===== src/design/lrb_pkg.sv =====
// shared constants and controller/datapath handshake types for the line rasterizer
`timescale 1ns / 1ps
package lrb_pkg;

  localparam int COORD_BITS_DEF = 6;
  localparam int COLOR_BITS     = 24;

  // controller to datapath
  typedef struct packed {
    logic load;   // capture the incoming command word
    logic setup;  // order endpoints and prime the stepper
    logic emit;   // write current pixel to output register and step
  } lrb_cmd_t;

  // datapath to controller
  typedef struct packed {
    logic at_last;  // stepper sits on the final major coordinate
  } lrb_sts_t;

endpackage


===== src/design/lrb_cmd_if.sv =====
// line command channel: two endpoints and a color
`timescale 1ns / 1ps
interface lrb_cmd_if #(
  parameter int COORD_BITS = lrb_pkg::COORD_BITS_DEF
);
  import lrb_pkg::*;

  logic                  valid;
  logic                  ready;
  logic [COORD_BITS-1:0] start_x;
  logic [COORD_BITS-1:0] start_y;
  logic [COORD_BITS-1:0] end_x;
  logic [COORD_BITS-1:0] end_y;
  logic [COLOR_BITS-1:0] line_color;

  modport source (output valid, start_x, start_y, end_x, end_y, line_color, input ready);
  modport sink   (input valid, start_x, start_y, end_x, end_y, line_color, output ready);
endinterface


===== src/design/lrb_pix_if.sv =====
// pixel result channel
`timescale 1ns / 1ps
interface lrb_pix_if #(
  parameter int COORD_BITS = lrb_pkg::COORD_BITS_DEF
);
  import lrb_pkg::*;

  logic                  valid;
  logic                  ready;
  logic [COORD_BITS-1:0] pixel_x;
  logic [COORD_BITS-1:0] pixel_y;
  logic [COLOR_BITS-1:0] pixel_color;
  logic                  last_pixel;

  modport source (output valid, pixel_x, pixel_y, pixel_color, last_pixel, input ready);
  modport sink   (input valid, pixel_x, pixel_y, pixel_color, last_pixel, output ready);
endinterface


===== src/design/lrb_ctrl.sv =====
// controller: command sequencing and output word valid
`timescale 1ns / 1ps
module lrb_ctrl (
  input  logic            clk,
  input  logic            rst_n,
  input  logic            in_valid,
  output logic            in_ready,
  output logic            out_valid,
  input  logic            out_ready,
  output lrb_pkg::lrb_cmd_t cmd,
  input  lrb_pkg::lrb_sts_t sts
);
  import lrb_pkg::*;

  typedef enum logic [1:0] {
    ST_IDLE,
    ST_SETUP,
    ST_RUN
  } state_t;

  state_t state_r, state_nxt;
  logic   out_valid_r, out_valid_nxt;
  logic   slot_free;

  assign slot_free = !out_valid_r || out_ready;
  assign in_ready  = (state_r == ST_IDLE);
  assign out_valid = out_valid_r;

  always_comb begin
    state_nxt     = state_r;
    out_valid_nxt = out_valid_r && !out_ready;
    cmd           = '0;
    case (state_r)
      ST_IDLE: begin
        if (in_valid) begin
          cmd.load  = 1'b1;
          state_nxt = ST_SETUP;
        end
      end
      ST_SETUP: begin
        cmd.setup = 1'b1;
        state_nxt = ST_RUN;
      end
      ST_RUN: begin
        if (slot_free) begin
          cmd.emit      = 1'b1;
          out_valid_nxt = 1'b1;
          if (sts.at_last) begin
            state_nxt = ST_IDLE;
          end
        end
      end
      default: begin
        state_nxt = ST_IDLE;
      end
    endcase
  end

  always_ff @(posedge clk) begin
    if (!rst_n) begin
      state_r     <= ST_IDLE;
      out_valid_r <= 1'b0;
    end else begin
      state_r     <= state_nxt;
      out_valid_r <= out_valid_nxt;
    end
  end

endmodule


===== src/design/lrb_dp.sv =====
// datapath: endpoint ordering, bresenham stepper and output word register
`timescale 1ns / 1ps
module lrb_dp #(
  parameter int COORD_BITS = lrb_pkg::COORD_BITS_DEF
) (
  input  logic                          clk,
  input  lrb_pkg::lrb_cmd_t             cmd,
  output lrb_pkg::lrb_sts_t             sts,
  input  logic [COORD_BITS-1:0]         start_x,
  input  logic [COORD_BITS-1:0]         start_y,
  input  logic [COORD_BITS-1:0]         end_x,
  input  logic [COORD_BITS-1:0]         end_y,
  input  logic [lrb_pkg::COLOR_BITS-1:0] line_color,
  output logic [COORD_BITS-1:0]         pixel_x,
  output logic [COORD_BITS-1:0]         pixel_y,
  output logic [lrb_pkg::COLOR_BITS-1:0] pixel_color,
  output logic                          last_pixel
);
  import lrb_pkg::*;

  // error needs sign, one bit for 1.5 * d_major and one for the doubling
  localparam int EW = COORD_BITS + 3;

  logic [COORD_BITS-1:0] ax_r, ay_r, bx_r, by_r;
  logic [COLOR_BITS-1:0] color_r;

  logic                  steep_r, up_r;
  logic [COORD_BITS-1:0] mj_r, mj_end_r, mn_r, dmaj_r, dmin_r;
  logic signed [EW-1:0]  err_r;

  logic [COORD_BITS-1:0] px_r, py_r;
  logic [COLOR_BITS-1:0] pcol_r;
  logic                  plast_r;

  // setup terms
  logic [COORD_BITS-1:0] dx_abs, dy_abs;
  logic                  steep;
  logic [COORD_BITS-1:0] maj0, min0, maj1, min1;
  logic                  swap;
  logic [COORD_BITS-1:0] s_maj0, s_min0, s_maj1, s_min1;

  // step terms
  logic signed [EW-1:0]  e_sum, e_dbl, dmaj_ext;
  logic                  take;

  always_comb begin
    dx_abs = (ax_r > bx_r) ? (ax_r - bx_r) : (bx_r - ax_r);
    dy_abs = (ay_r > by_r) ? (ay_r - by_r) : (by_r - ay_r);
    steep  = dy_abs > dx_abs;
    maj0   = steep ? ay_r : ax_r;
    min0   = steep ? ax_r : ay_r;
    maj1   = steep ? by_r : bx_r;
    min1   = steep ? bx_r : by_r;
    swap   = maj0 > maj1;
    s_maj0 = swap ? maj1 : maj0;
    s_min0 = swap ? min1 : min0;
    s_maj1 = swap ? maj0 : maj1;
    s_min1 = swap ? min0 : min1;
  end

  always_comb begin
    dmaj_ext = signed'({3'b000, dmaj_r});
    e_sum    = err_r + signed'({3'b000, dmin_r});
    e_dbl    = e_sum <<< 1;
    take     = e_dbl >= dmaj_ext;
  end

  always_ff @(posedge clk) begin
    if (cmd.load) begin
      ax_r    <= start_x;
      ay_r    <= start_y;
      bx_r    <= end_x;
      by_r    <= end_y;
      color_r <= line_color;
    end
    if (cmd.setup) begin
      steep_r  <= steep;
      mj_r     <= s_maj0;
      mj_end_r <= s_maj1;
      mn_r     <= s_min0;
      dmaj_r   <= s_maj1 - s_maj0;
      dmin_r   <= steep ? dx_abs : dy_abs;
      up_r     <= s_min0 < s_min1;
      err_r    <= '0;
    end
    if (cmd.emit) begin
      px_r    <= steep_r ? mn_r : mj_r;
      py_r    <= steep_r ? mj_r : mn_r;
      pcol_r  <= color_r;
      plast_r <= (mj_r == mj_end_r);
      mj_r    <= mj_r + 1'b1;
      if (take) begin
        err_r <= e_sum - dmaj_ext;
        mn_r  <= up_r ? (mn_r + 1'b1) : (mn_r - 1'b1);
      end else begin
        err_r <= e_sum;
      end
    end
  end

  assign sts.at_last = (mj_r == mj_end_r);
  assign pixel_x     = px_r;
  assign pixel_y     = py_r;
  assign pixel_color = pcol_r;
  assign last_pixel  = plast_r;

endmodule


===== src/design/line_rasterizer_bresenham.sv =====
// top level of the bresenham line rasterizer
// One command word (two endpoints in a square tile and a 24-bit color) yields
// max(|dx|,|dy|)+1 pixel words, stepped from the endpoint with the smaller major
// coordinate, with last_pixel set on the final one. A command is accepted, then a
// setup step orders the endpoints, then the stepper emits one pixel per cycle
// while the output register is free (backpressure on out_pix stalls it). The
// stepper's single error accumulator sets this rate. The last pixel word sits in
// the output register while the next command is taken.
`timescale 1ns / 1ps
module line_rasterizer_bresenham #(
  parameter int COORD_BITS = lrb_pkg::COORD_BITS_DEF
) (
  input  logic      clk,
  input  logic      rst_n,
  lrb_cmd_if.sink   in_cmd,
  lrb_pix_if.source out_pix
);
  import lrb_pkg::*;

  lrb_cmd_t cmd;
  lrb_sts_t sts;

  lrb_ctrl u_ctrl (
    .clk       (clk),
    .rst_n     (rst_n),
    .in_valid  (in_cmd.valid),
    .in_ready  (in_cmd.ready),
    .out_valid (out_pix.valid),
    .out_ready (out_pix.ready),
    .cmd       (cmd),
    .sts       (sts)
  );

  lrb_dp #(
    .COORD_BITS (COORD_BITS)
  ) u_dp (
    .clk         (clk),
    .cmd         (cmd),
    .sts         (sts),
    .start_x     (in_cmd.start_x),
    .start_y     (in_cmd.start_y),
    .end_x       (in_cmd.end_x),
    .end_y       (in_cmd.end_y),
    .line_color  (in_cmd.line_color),
    .pixel_x     (out_pix.pixel_x),
    .pixel_y     (out_pix.pixel_y),
    .pixel_color (out_pix.pixel_color),
    .last_pixel  (out_pix.last_pixel)
  );

endmodule

===== src/flat_wrapper.sv =====
// flat-port wrapper written by rule: the top's interface ports become plain ports
module line_rasterizer_bresenham_flat import lrb_pkg::*;
#(
  parameter int COORD_BITS = lrb_pkg::COORD_BITS_DEF
)
  (clk, rst_n, in_cmd_valid, in_cmd_start_x, in_cmd_start_y, in_cmd_end_x, in_cmd_end_y, in_cmd_line_color, in_cmd_ready, out_pix_valid, out_pix_pixel_x, out_pix_pixel_y, out_pix_pixel_color, out_pix_last_pixel, out_pix_ready);
  lrb_cmd_if #(.COORD_BITS(COORD_BITS)) in_cmd_i ();
  lrb_pix_if #(.COORD_BITS(COORD_BITS)) out_pix_i ();
  input  logic clk;
  input  logic rst_n;
  input wire logic [$bits(in_cmd_i.valid)-1:0] in_cmd_valid;
  input wire logic [$bits(in_cmd_i.start_x)-1:0] in_cmd_start_x;
  input wire logic [$bits(in_cmd_i.start_y)-1:0] in_cmd_start_y;
  input wire logic [$bits(in_cmd_i.end_x)-1:0] in_cmd_end_x;
  input wire logic [$bits(in_cmd_i.end_y)-1:0] in_cmd_end_y;
  input wire logic [$bits(in_cmd_i.line_color)-1:0] in_cmd_line_color;
  output wire logic [$bits(in_cmd_i.ready)-1:0] in_cmd_ready;
  output wire logic [$bits(out_pix_i.valid)-1:0] out_pix_valid;
  output wire logic [$bits(out_pix_i.pixel_x)-1:0] out_pix_pixel_x;
  output wire logic [$bits(out_pix_i.pixel_y)-1:0] out_pix_pixel_y;
  output wire logic [$bits(out_pix_i.pixel_color)-1:0] out_pix_pixel_color;
  output wire logic [$bits(out_pix_i.last_pixel)-1:0] out_pix_last_pixel;
  input wire logic [$bits(out_pix_i.ready)-1:0] out_pix_ready;
  assign in_cmd_i.valid = in_cmd_valid;
  assign in_cmd_i.start_x = in_cmd_start_x;
  assign in_cmd_i.start_y = in_cmd_start_y;
  assign in_cmd_i.end_x = in_cmd_end_x;
  assign in_cmd_i.end_y = in_cmd_end_y;
  assign in_cmd_i.line_color = in_cmd_line_color;
  assign in_cmd_ready = in_cmd_i.ready;
  assign out_pix_valid = out_pix_i.valid;
  assign out_pix_pixel_x = out_pix_i.pixel_x;
  assign out_pix_pixel_y = out_pix_i.pixel_y;
  assign out_pix_pixel_color = out_pix_i.pixel_color;
  assign out_pix_last_pixel = out_pix_i.last_pixel;
  assign out_pix_i.ready = out_pix_ready;
  line_rasterizer_bresenham #(.COORD_BITS(COORD_BITS)) u_core (.clk(clk), .rst_n(rst_n), .in_cmd(in_cmd_i), .out_pix(out_pix_i));
endmodule

===== config.mk =====
export PLATFORM = sky130hd
export DESIGN_NAME = line_rasterizer_bresenham_flat
export DESIGN_NICKNAME = d
export VERILOG_FILES = /design/src/design/lrb_pkg.sv /design/src/design/lrb_cmd_if.sv /design/src/design/lrb_pix_if.sv /design/src/design/lrb_ctrl.sv /design/src/design/lrb_dp.sv /design/src/design/line_rasterizer_bresenham.sv /design/src/flat_wrapper.sv
export SDC_FILE = /design/constraint.sdc
export NUM_CORES = 1
export LEC_CHECK = 0
export BUFFER_PORTS_ARGS = -buffer_cell sky130_fd_sc_hd__buf_2
export CORE_MARGIN = 3
export CORE_UTILIZATION = 59
export DETAILED_ROUTE_END_ITERATION = 8
export PLACE_DENSITY = 0.81
export SLEW_MARGIN = 30
export SYNTH_ARGS = -nofsm -noshare
export SYNTH_HDL_FRONTEND = slang
export SYNTH_SLANG_ARGS = --single-unit

===== constraint.sdc =====
create_clock -name clk -period 8.35 [get_ports clk]
set_clock_uncertainty 0.1 [all_clocks]
set_input_delay 1.67 -clock clk [delete_from_list [all_inputs] [get_ports clk]]
set_output_delay 1.67 -clock clk [all_outputs]
set_load 0.01 [all_outputs]

# ---- After elaboration in Yosys (flattened, before gate mapping)
# Cells that the tools add are included.
dict set report totals {
  regBits 129
  latch_bits 0
  ramBits 0
  romBits 0
  inputBits 52
  out_inout_bits 39
  elab_cells 81
  mem_count 0
}
dict set report classes {
  addsub 10
  n_mul 0
  div 0
  order_cmp 6
  n_eq_ne 6
  n_shift 0
  n_mux 33
  n_bitwise 0
  n_reduce_logical 7
}
# op count
set ops {}
lappend ops {{6-bit two-way mux} 19}
lappend ops {{6-bit subtractor} 5}
lappend ops {{9-bit two-way mux} 3}
lappend ops {{6-bit greater-than comparator} 4}
lappend ops {{6-bit by 1-bit adder with 6-bit output, second input constant} 2}
lappend ops {{9-bit by 7-bit adder with 9-bit output} 1}
lappend ops {{9-bit by 7-bit >= comparator with 1-bit output} 1}
lappend ops {{9-bit by 7-bit subtractor with 9-bit output} 1}
lappend ops {{1-bit two-way mux} 7}
lappend ops {{6-bit == test} 1}
lappend ops {{6-bit < comparator} 1}
lappend ops {{2-bit two-way mux} 3}
lappend ops {{2-bit case mux with 3 select lines} 1}
lappend ops {{6-bit by 1-bit subtractor with 6-bit output, second input constant} 1}
lappend ops {{2-bit != test, second input constant} 2}
lappend ops {{3-bit AND reduction} 1}
lappend ops {{2-bit by 1-bit == test with 1-bit output, second input constant} 1}
lappend ops {{2-bit == test, second input constant} 1}
lappend ops {{1-bit zero test} 2}
lappend ops {{2-bit zero test} 1}
lappend ops {{2-bit by 1-bit != test with 1-bit output, second input constant} 1}
lappend ops {{2-bit nonzero test} 1}
lappend ops {{1-bit logical AND} 1}
lappend ops {{1-bit logical OR} 1}

# ---- Logic depth before layout (Yosys ltp)
dict set report logic_depth {
  depth_word 9
  ltp_mapped 38
  depth_no_buf 35
}

# ---- Cells and area by module
# Synthesis repeated with hierarchy kept, for this count alone.
dict set report hier_totals {
  hier_cells 679
  area_unflattened_um2 7704.9
}
# mod n_inst cells_each area_each_um2 seq_area_each_um2
set by_module_without_submodules {}
lappend by_module_without_submodules {lrb_dp 1 664 7566.0 3693.5}
lappend by_module_without_submodules {lrb_ctrl 1 15 138.9 60.1}

# ---- Worst setup path before layout
# No wires, ideal clock.
dict set report synth_path {
  path_type {register -> register}
  start {register u_core.u_dp.ay_r[0]}
  end {register u_core.u_dp.up_r, data pin}
  arrival_ps 6848
  required_time_ps 8098
  setup_slack_ps 1251
  path_stages_with_launch 36
  period_less_slack_ps 7099
  cell_sequence {edfxtp_1 > inv_1 > ha_1 > inv_1 > fa_1 > a21o_1 > a21o_1 > a21o_1 > a21oi_1 > a31oi_1 > a211oi_1 > a21oi_1 > xor2_1 > ha_1 > a21oi_1 > o221ai_1 > nand2_1 > clkbuf_1 > mux2i_1 > inv_1 > ha_1 > inv_1 > a211oi_1 > a31oi_1 > nand3_1 > a21o_1 > o21ai_1 > buf_2 > buf_2 > nor2_1 > a21oi_1 > o21ai_1 > ha_1 > and4_1 > a221o_1 > a31oi_1}
}
dict set report synth_between {
  elab_chain_len 7
  elab_cells_between_ends 13
  classes_between {add/sub (2); order compare (4); mux (7)}
}
# item line_no
set synth_rtl {}
lappend synth_rtl {{from (decl)} lrb_dp.sv:24} ;# logic [COORD_BITS-1:0] ax_r, ay_r, bx_r, by_r;
lappend synth_rtl {{from (signal assigned)} lrb_dp.sv:71} ;# ay_r <= start_y;
lappend synth_rtl {{6-bit subtractor or 6-bit greater-than comparator (tied branches)} lrb_dp.sv:48} ;# dy_abs = (ay_r > by_r) ? (ay_r - by_r) : (by_r - ay_r);
lappend synth_rtl {{6-bit two-way mux} lrb_dp.sv:48}
lappend synth_rtl {{6-bit greater-than comparator} lrb_dp.sv:49} ;# steep = dy_abs > dx_abs;
lappend synth_rtl {{6-bit two-way mux, on equally long branches} {lrb_dp.sv:50, lrb_dp.sv:52}}
lappend synth_rtl {{6-bit greater-than comparator} lrb_dp.sv:54} ;# swap = maj0 > maj1;
lappend synth_rtl {{6-bit two-way mux, on equally long branches} {lrb_dp.sv:56, lrb_dp.sv:58}}
lappend synth_rtl {{6-bit < comparator (*)} lrb_dp.sv:83} ;# up_r <= s_min0 < s_min1;
lappend synth_rtl {{to (signal assigned)} lrb_dp.sv:83}
lappend synth_rtl {{to (decl)} lrb_dp.sv:27} ;# logic steep_r, up_r;
# Every way passes the cells marked *; elsewhere a longest branch is shown, timed or not.
# A chain may end at the register's enable or synchronous reset.

# ---- Worst setup path after layout
dict set report layout_path {
  start {register u_core.u_dp.ay_r[0]}
  end {register u_core.u_dp.dmaj_r[4], data pin}
}
dict set report layout_between {
  elab_chain_len 7
  elab_cells_between_ends 11
  classes_between {add/sub (3); order compare (3); mux (5)}
}
# item line_no
set layout_rtl {}
lappend layout_rtl {{6-bit subtractor or 6-bit greater-than comparator (tied branches)} lrb_dp.sv:48}
lappend layout_rtl {{6-bit two-way mux} lrb_dp.sv:48}
lappend layout_rtl {{6-bit greater-than comparator} lrb_dp.sv:49}
lappend layout_rtl {{6-bit two-way mux, on equally long branches} {lrb_dp.sv:50, lrb_dp.sv:52}}
lappend layout_rtl {{6-bit greater-than comparator} lrb_dp.sv:54}
lappend layout_rtl {{6-bit two-way mux, on equally long branches} {lrb_dp.sv:57, lrb_dp.sv:55}}
lappend layout_rtl {{6-bit subtractor (*)} lrb_dp.sv:81} ;# dmaj_r <= s_maj1 - s_maj0;
lappend layout_rtl {{to (signal assigned)} lrb_dp.sv:81}
lappend layout_rtl {{to (decl)} lrb_dp.sv:28} ;# logic [COORD_BITS-1:0] mj_r, mj_end_r, mn_r, dmaj_r, dmin_r;
# Marked as above.

==> out/qor.yml <==
finish:
  num_antenna_cells: 0
  design_area_sq_um: 8700
  final_cells: 922
  final_util_pct: 71.6
  drive_gt1_share_pct: 20.7
  nets: 860
  syn2layout_area_growth_pct: 17.4
floorplan:
  die_y_um: 118
  initial_core_util_pct: 60.9
  rows: 40
  core_sq_um: 12200
  dieWidth_um: 118
  ioPinCount: 91
  fp.dieArea_sq_um: 13900
yosys:
  syn_inst: 645
  yosys_warnings: 0
  synth.ff_latch_count: 128
  synth_area_leaders: "edfxtp_1, ha_1, a21oi_1, a21o_1, mux2i_1"
  synthArstFlopShare_pct: 0
  netlist_area_sq_um: 7410
  yosysTopAreaCell: "edfxtp_1"
  synth_most_common_cell: "edfxtp_1"
  yosys.area.top_type_share_pct: 48.2
  ys_types: 57
  synth.net_count: 764
  synth_edf_count: 119
  yosysSeqAreaShare_pct: 50.6
  synthFlopType: "edfxtp_1"
  synth_common_cells: "edfxtp_1, ha_1, a21oi_1, inv_1, nand2_1"
  syn_avg_cell_area_sq_um: 11.5
placement:
  gp_congestion: 0.953
  postPlaceCellArea_sq_um: 8060
  dp_hpwl_mm: 13.0
  port_buffers: 90
  dp_cells: 890
outcome:
  status: "finished, final reports clean"
power:
  power_density_nw_per_um2: 457
  max-vdd-ir-drop_uv: 205
  leakage_nw: 3.66
clock_tree:
  cts_setup_buffers: 0
  h-tree-depth: 4
  clk_pin_slew_ps: 70
  tritoncts: "done"
  cts.sinks: 128
  cts_made_buffers: 17
  cts-root-buf: "clkbuf_16"
  clock_path_buffers: 2
  clock_latency_ps: 420
detailed_routing:
  dr_total_vias: 5394
  vias_per_cell: 5.85
  wl_per_cell_um: 19.3
  drt_wl_total_mm: 17.8
  drc_errors: 0
  drt_first_iter_violations: 429
  postRouteAntennaNets: 0
  drtPass1Iterations: 5
sta:
  holdWs_ps: 309
  hold_viol: 0
  tightestPinTransition_ps: 928
  fin_setup_tns_ps: 0
  slew_violations: 0
  min_period_ps: 7790
  period_share_pct: 93.3
  relSlewSlack_pct: 37.9
  setup_viol: 0
  max_freq_mhz: 128
global_routing:
  grt_usage_pct: 26.0
  overflow: 0
  grt_pass1_wl_mm: 28.4
  grt_pass1_vias: 5427
  antenna_found_initial: 0
  grt_max_degree: 49
flow_run:
  max_cap_viol_count: 0
worst_setup_path:
  slowest_stage: "edfxtp_1"
  cp_num_buf_inv: 6
  path_max_fanout: 25
  cp_top_family: "compound AO/OA/AOI/OAI gates"
  arrival_ps: 7850
  crit_required_ps: 8410
  critPathCaptureType: "flop"
  worst-setup-path-type: "reg2reg"
  start_kind: "flop"
  cpPeakStageDelay_ps: 430
min_path:
  hp-class: "reg2reg"
kinds of logic after synthesis:
kind of cell	synth area share, %
compound gates	15.2
simple gates	8.25
flops	50.6
buf+inv	3.95
fa+ha+maj	12.4
xor+xnor	4.73
mux	4.81
timing repair:
| action | 4_1_cts | 5_1_grt |
|---|---|---|
| hold buffers | 0 | 0 |
| gates resized for setup | 0 | 5 |
| setup endpoints to repair | 0 | 2 |
placed cells by master (no fill, tap or decap), types with 3 or more instances in the layout:
cell type / Yosys / final
dfxtp_1: 9 / 9
inv_1: 50 / 49
nor3_1: 8 / 8
nor2_1: 38 / 38
buf_4: 1 / 8
o21ai_1: 15 / 14
o211ai_1: 8 / 8
nand2b_1: 8 / 8
a21o_1: 29 / 29
mux2_2: 13 / 13
nand3_1: 16 / 16
nor2b_1: 4 / 4
o21bai_1: 10 / 10
a21oi_1: 54 / 54
edfxtp_1: 119 / 119
fa_1: 7 / 7
o21ai_0: 9 / 9
xnor2_1: 24 / 24
a31oi_1: 10 / 10
nand2_1: 39 / 38
maj3_1: 3 / 3
ha_1: 60 / 60
a211oi_1: 10 / 10
nand4_1: 3 / 3
inv_6: 0 / 5
inv_8: 0 / 3
bufinv_16: 0 / 3
mux2i_1: 21 / 21
o21a_1: 5 / 4
and3_1: 4 / 4
clkbuf_16: 0 / 17
buf_2: 5 / 90
xor2_1: 16 / 16
and4_1: 3 / 3
sequential cells by signal, summed over array words and instances, names as in the netlist:
name and cells:
u_core.u_dp.ax_r 6, u_core.u_dp.last_pixel 1, u_core.u_dp.dmaj_r 6, u_core.u_dp.pixel_color 24, u_core.u_dp.mn_r 6, u_core.u_dp.pixel_x 6
u_core.u_dp.color_r 24, u_core.u_dp.steep_r 1, u_core.u_ctrl.out_valid 1, u_core.u_dp.bx_r 6, u_core.u_dp.pixel_y 6, u_core.u_dp.mj_r 6
u_core.u_dp.ay_r 6, u_core.u_dp.up_r 1, u_core.u_ctrl.state_r 2, u_core.u_dp.by_r 6, u_core.u_dp.err_r 8, u_core.u_dp.dmin_r 6
u_core.u_dp.mj_end_r 6
final cells by class:
class	count	area, sq um
flip-flops and latches	128	3750
fillers	864	3460
multi-input cells	444	3390
repair buffers	99	531
clock buffers	17	425
well taps	168	210
clock inverters	15	196
inverters	51	191
metrics by stage:
step	worst slack [ps]	total power, mW
floorplan	1250	2.61
global placement	636	3.05
detailed placement	389	3.13
CTS	263	3.93
global route	-3.56	4.26
finish	561	3.97
per-layer routing:
metal | part of all wire, % | wire [um] | global-route usage, %
met4 | 2.5 | 437 | 9.30
met2 | 49 | 8730 | 42.8
met5 | 0 | 0 | 0
met3 | 5.5 | 976 | 3.89
met1 | 43 | 7610 | 35.2
where the power goes:
group / leakage, nW / internal (mW) / switching [mW] / total [mW]
sequential: 1.19 / 0.904 / 0.0919 / 0.996
clock: 0.301 / 0.480 / 0.297 / 0.777
combinational: 2.17 / 0.909 / 1.29 / 2.20
total: 3.66 / 2.29 / 1.68 / 3.97
worst paths after layout:
check	start	endpoint	slack [ps]	cells after the start
hold reg to reg	u_core.u_dp.color_r[7]	u_core.u_dp.pixel_color[7]	310	0
setup reg to reg	u_core.u_dp.ay_r[0]	u_core.u_dp.dmaj_r[4]	560	35
setup / recovery	u_core.u_dp.ay_r[0]	u_core.u_dp.dmaj_r[4]	560	35
hold / removal	u_core.u_dp.color_r[7]	u_core.u_dp.pixel_color[7]	310	0
(Power assumes the default switching activity.)
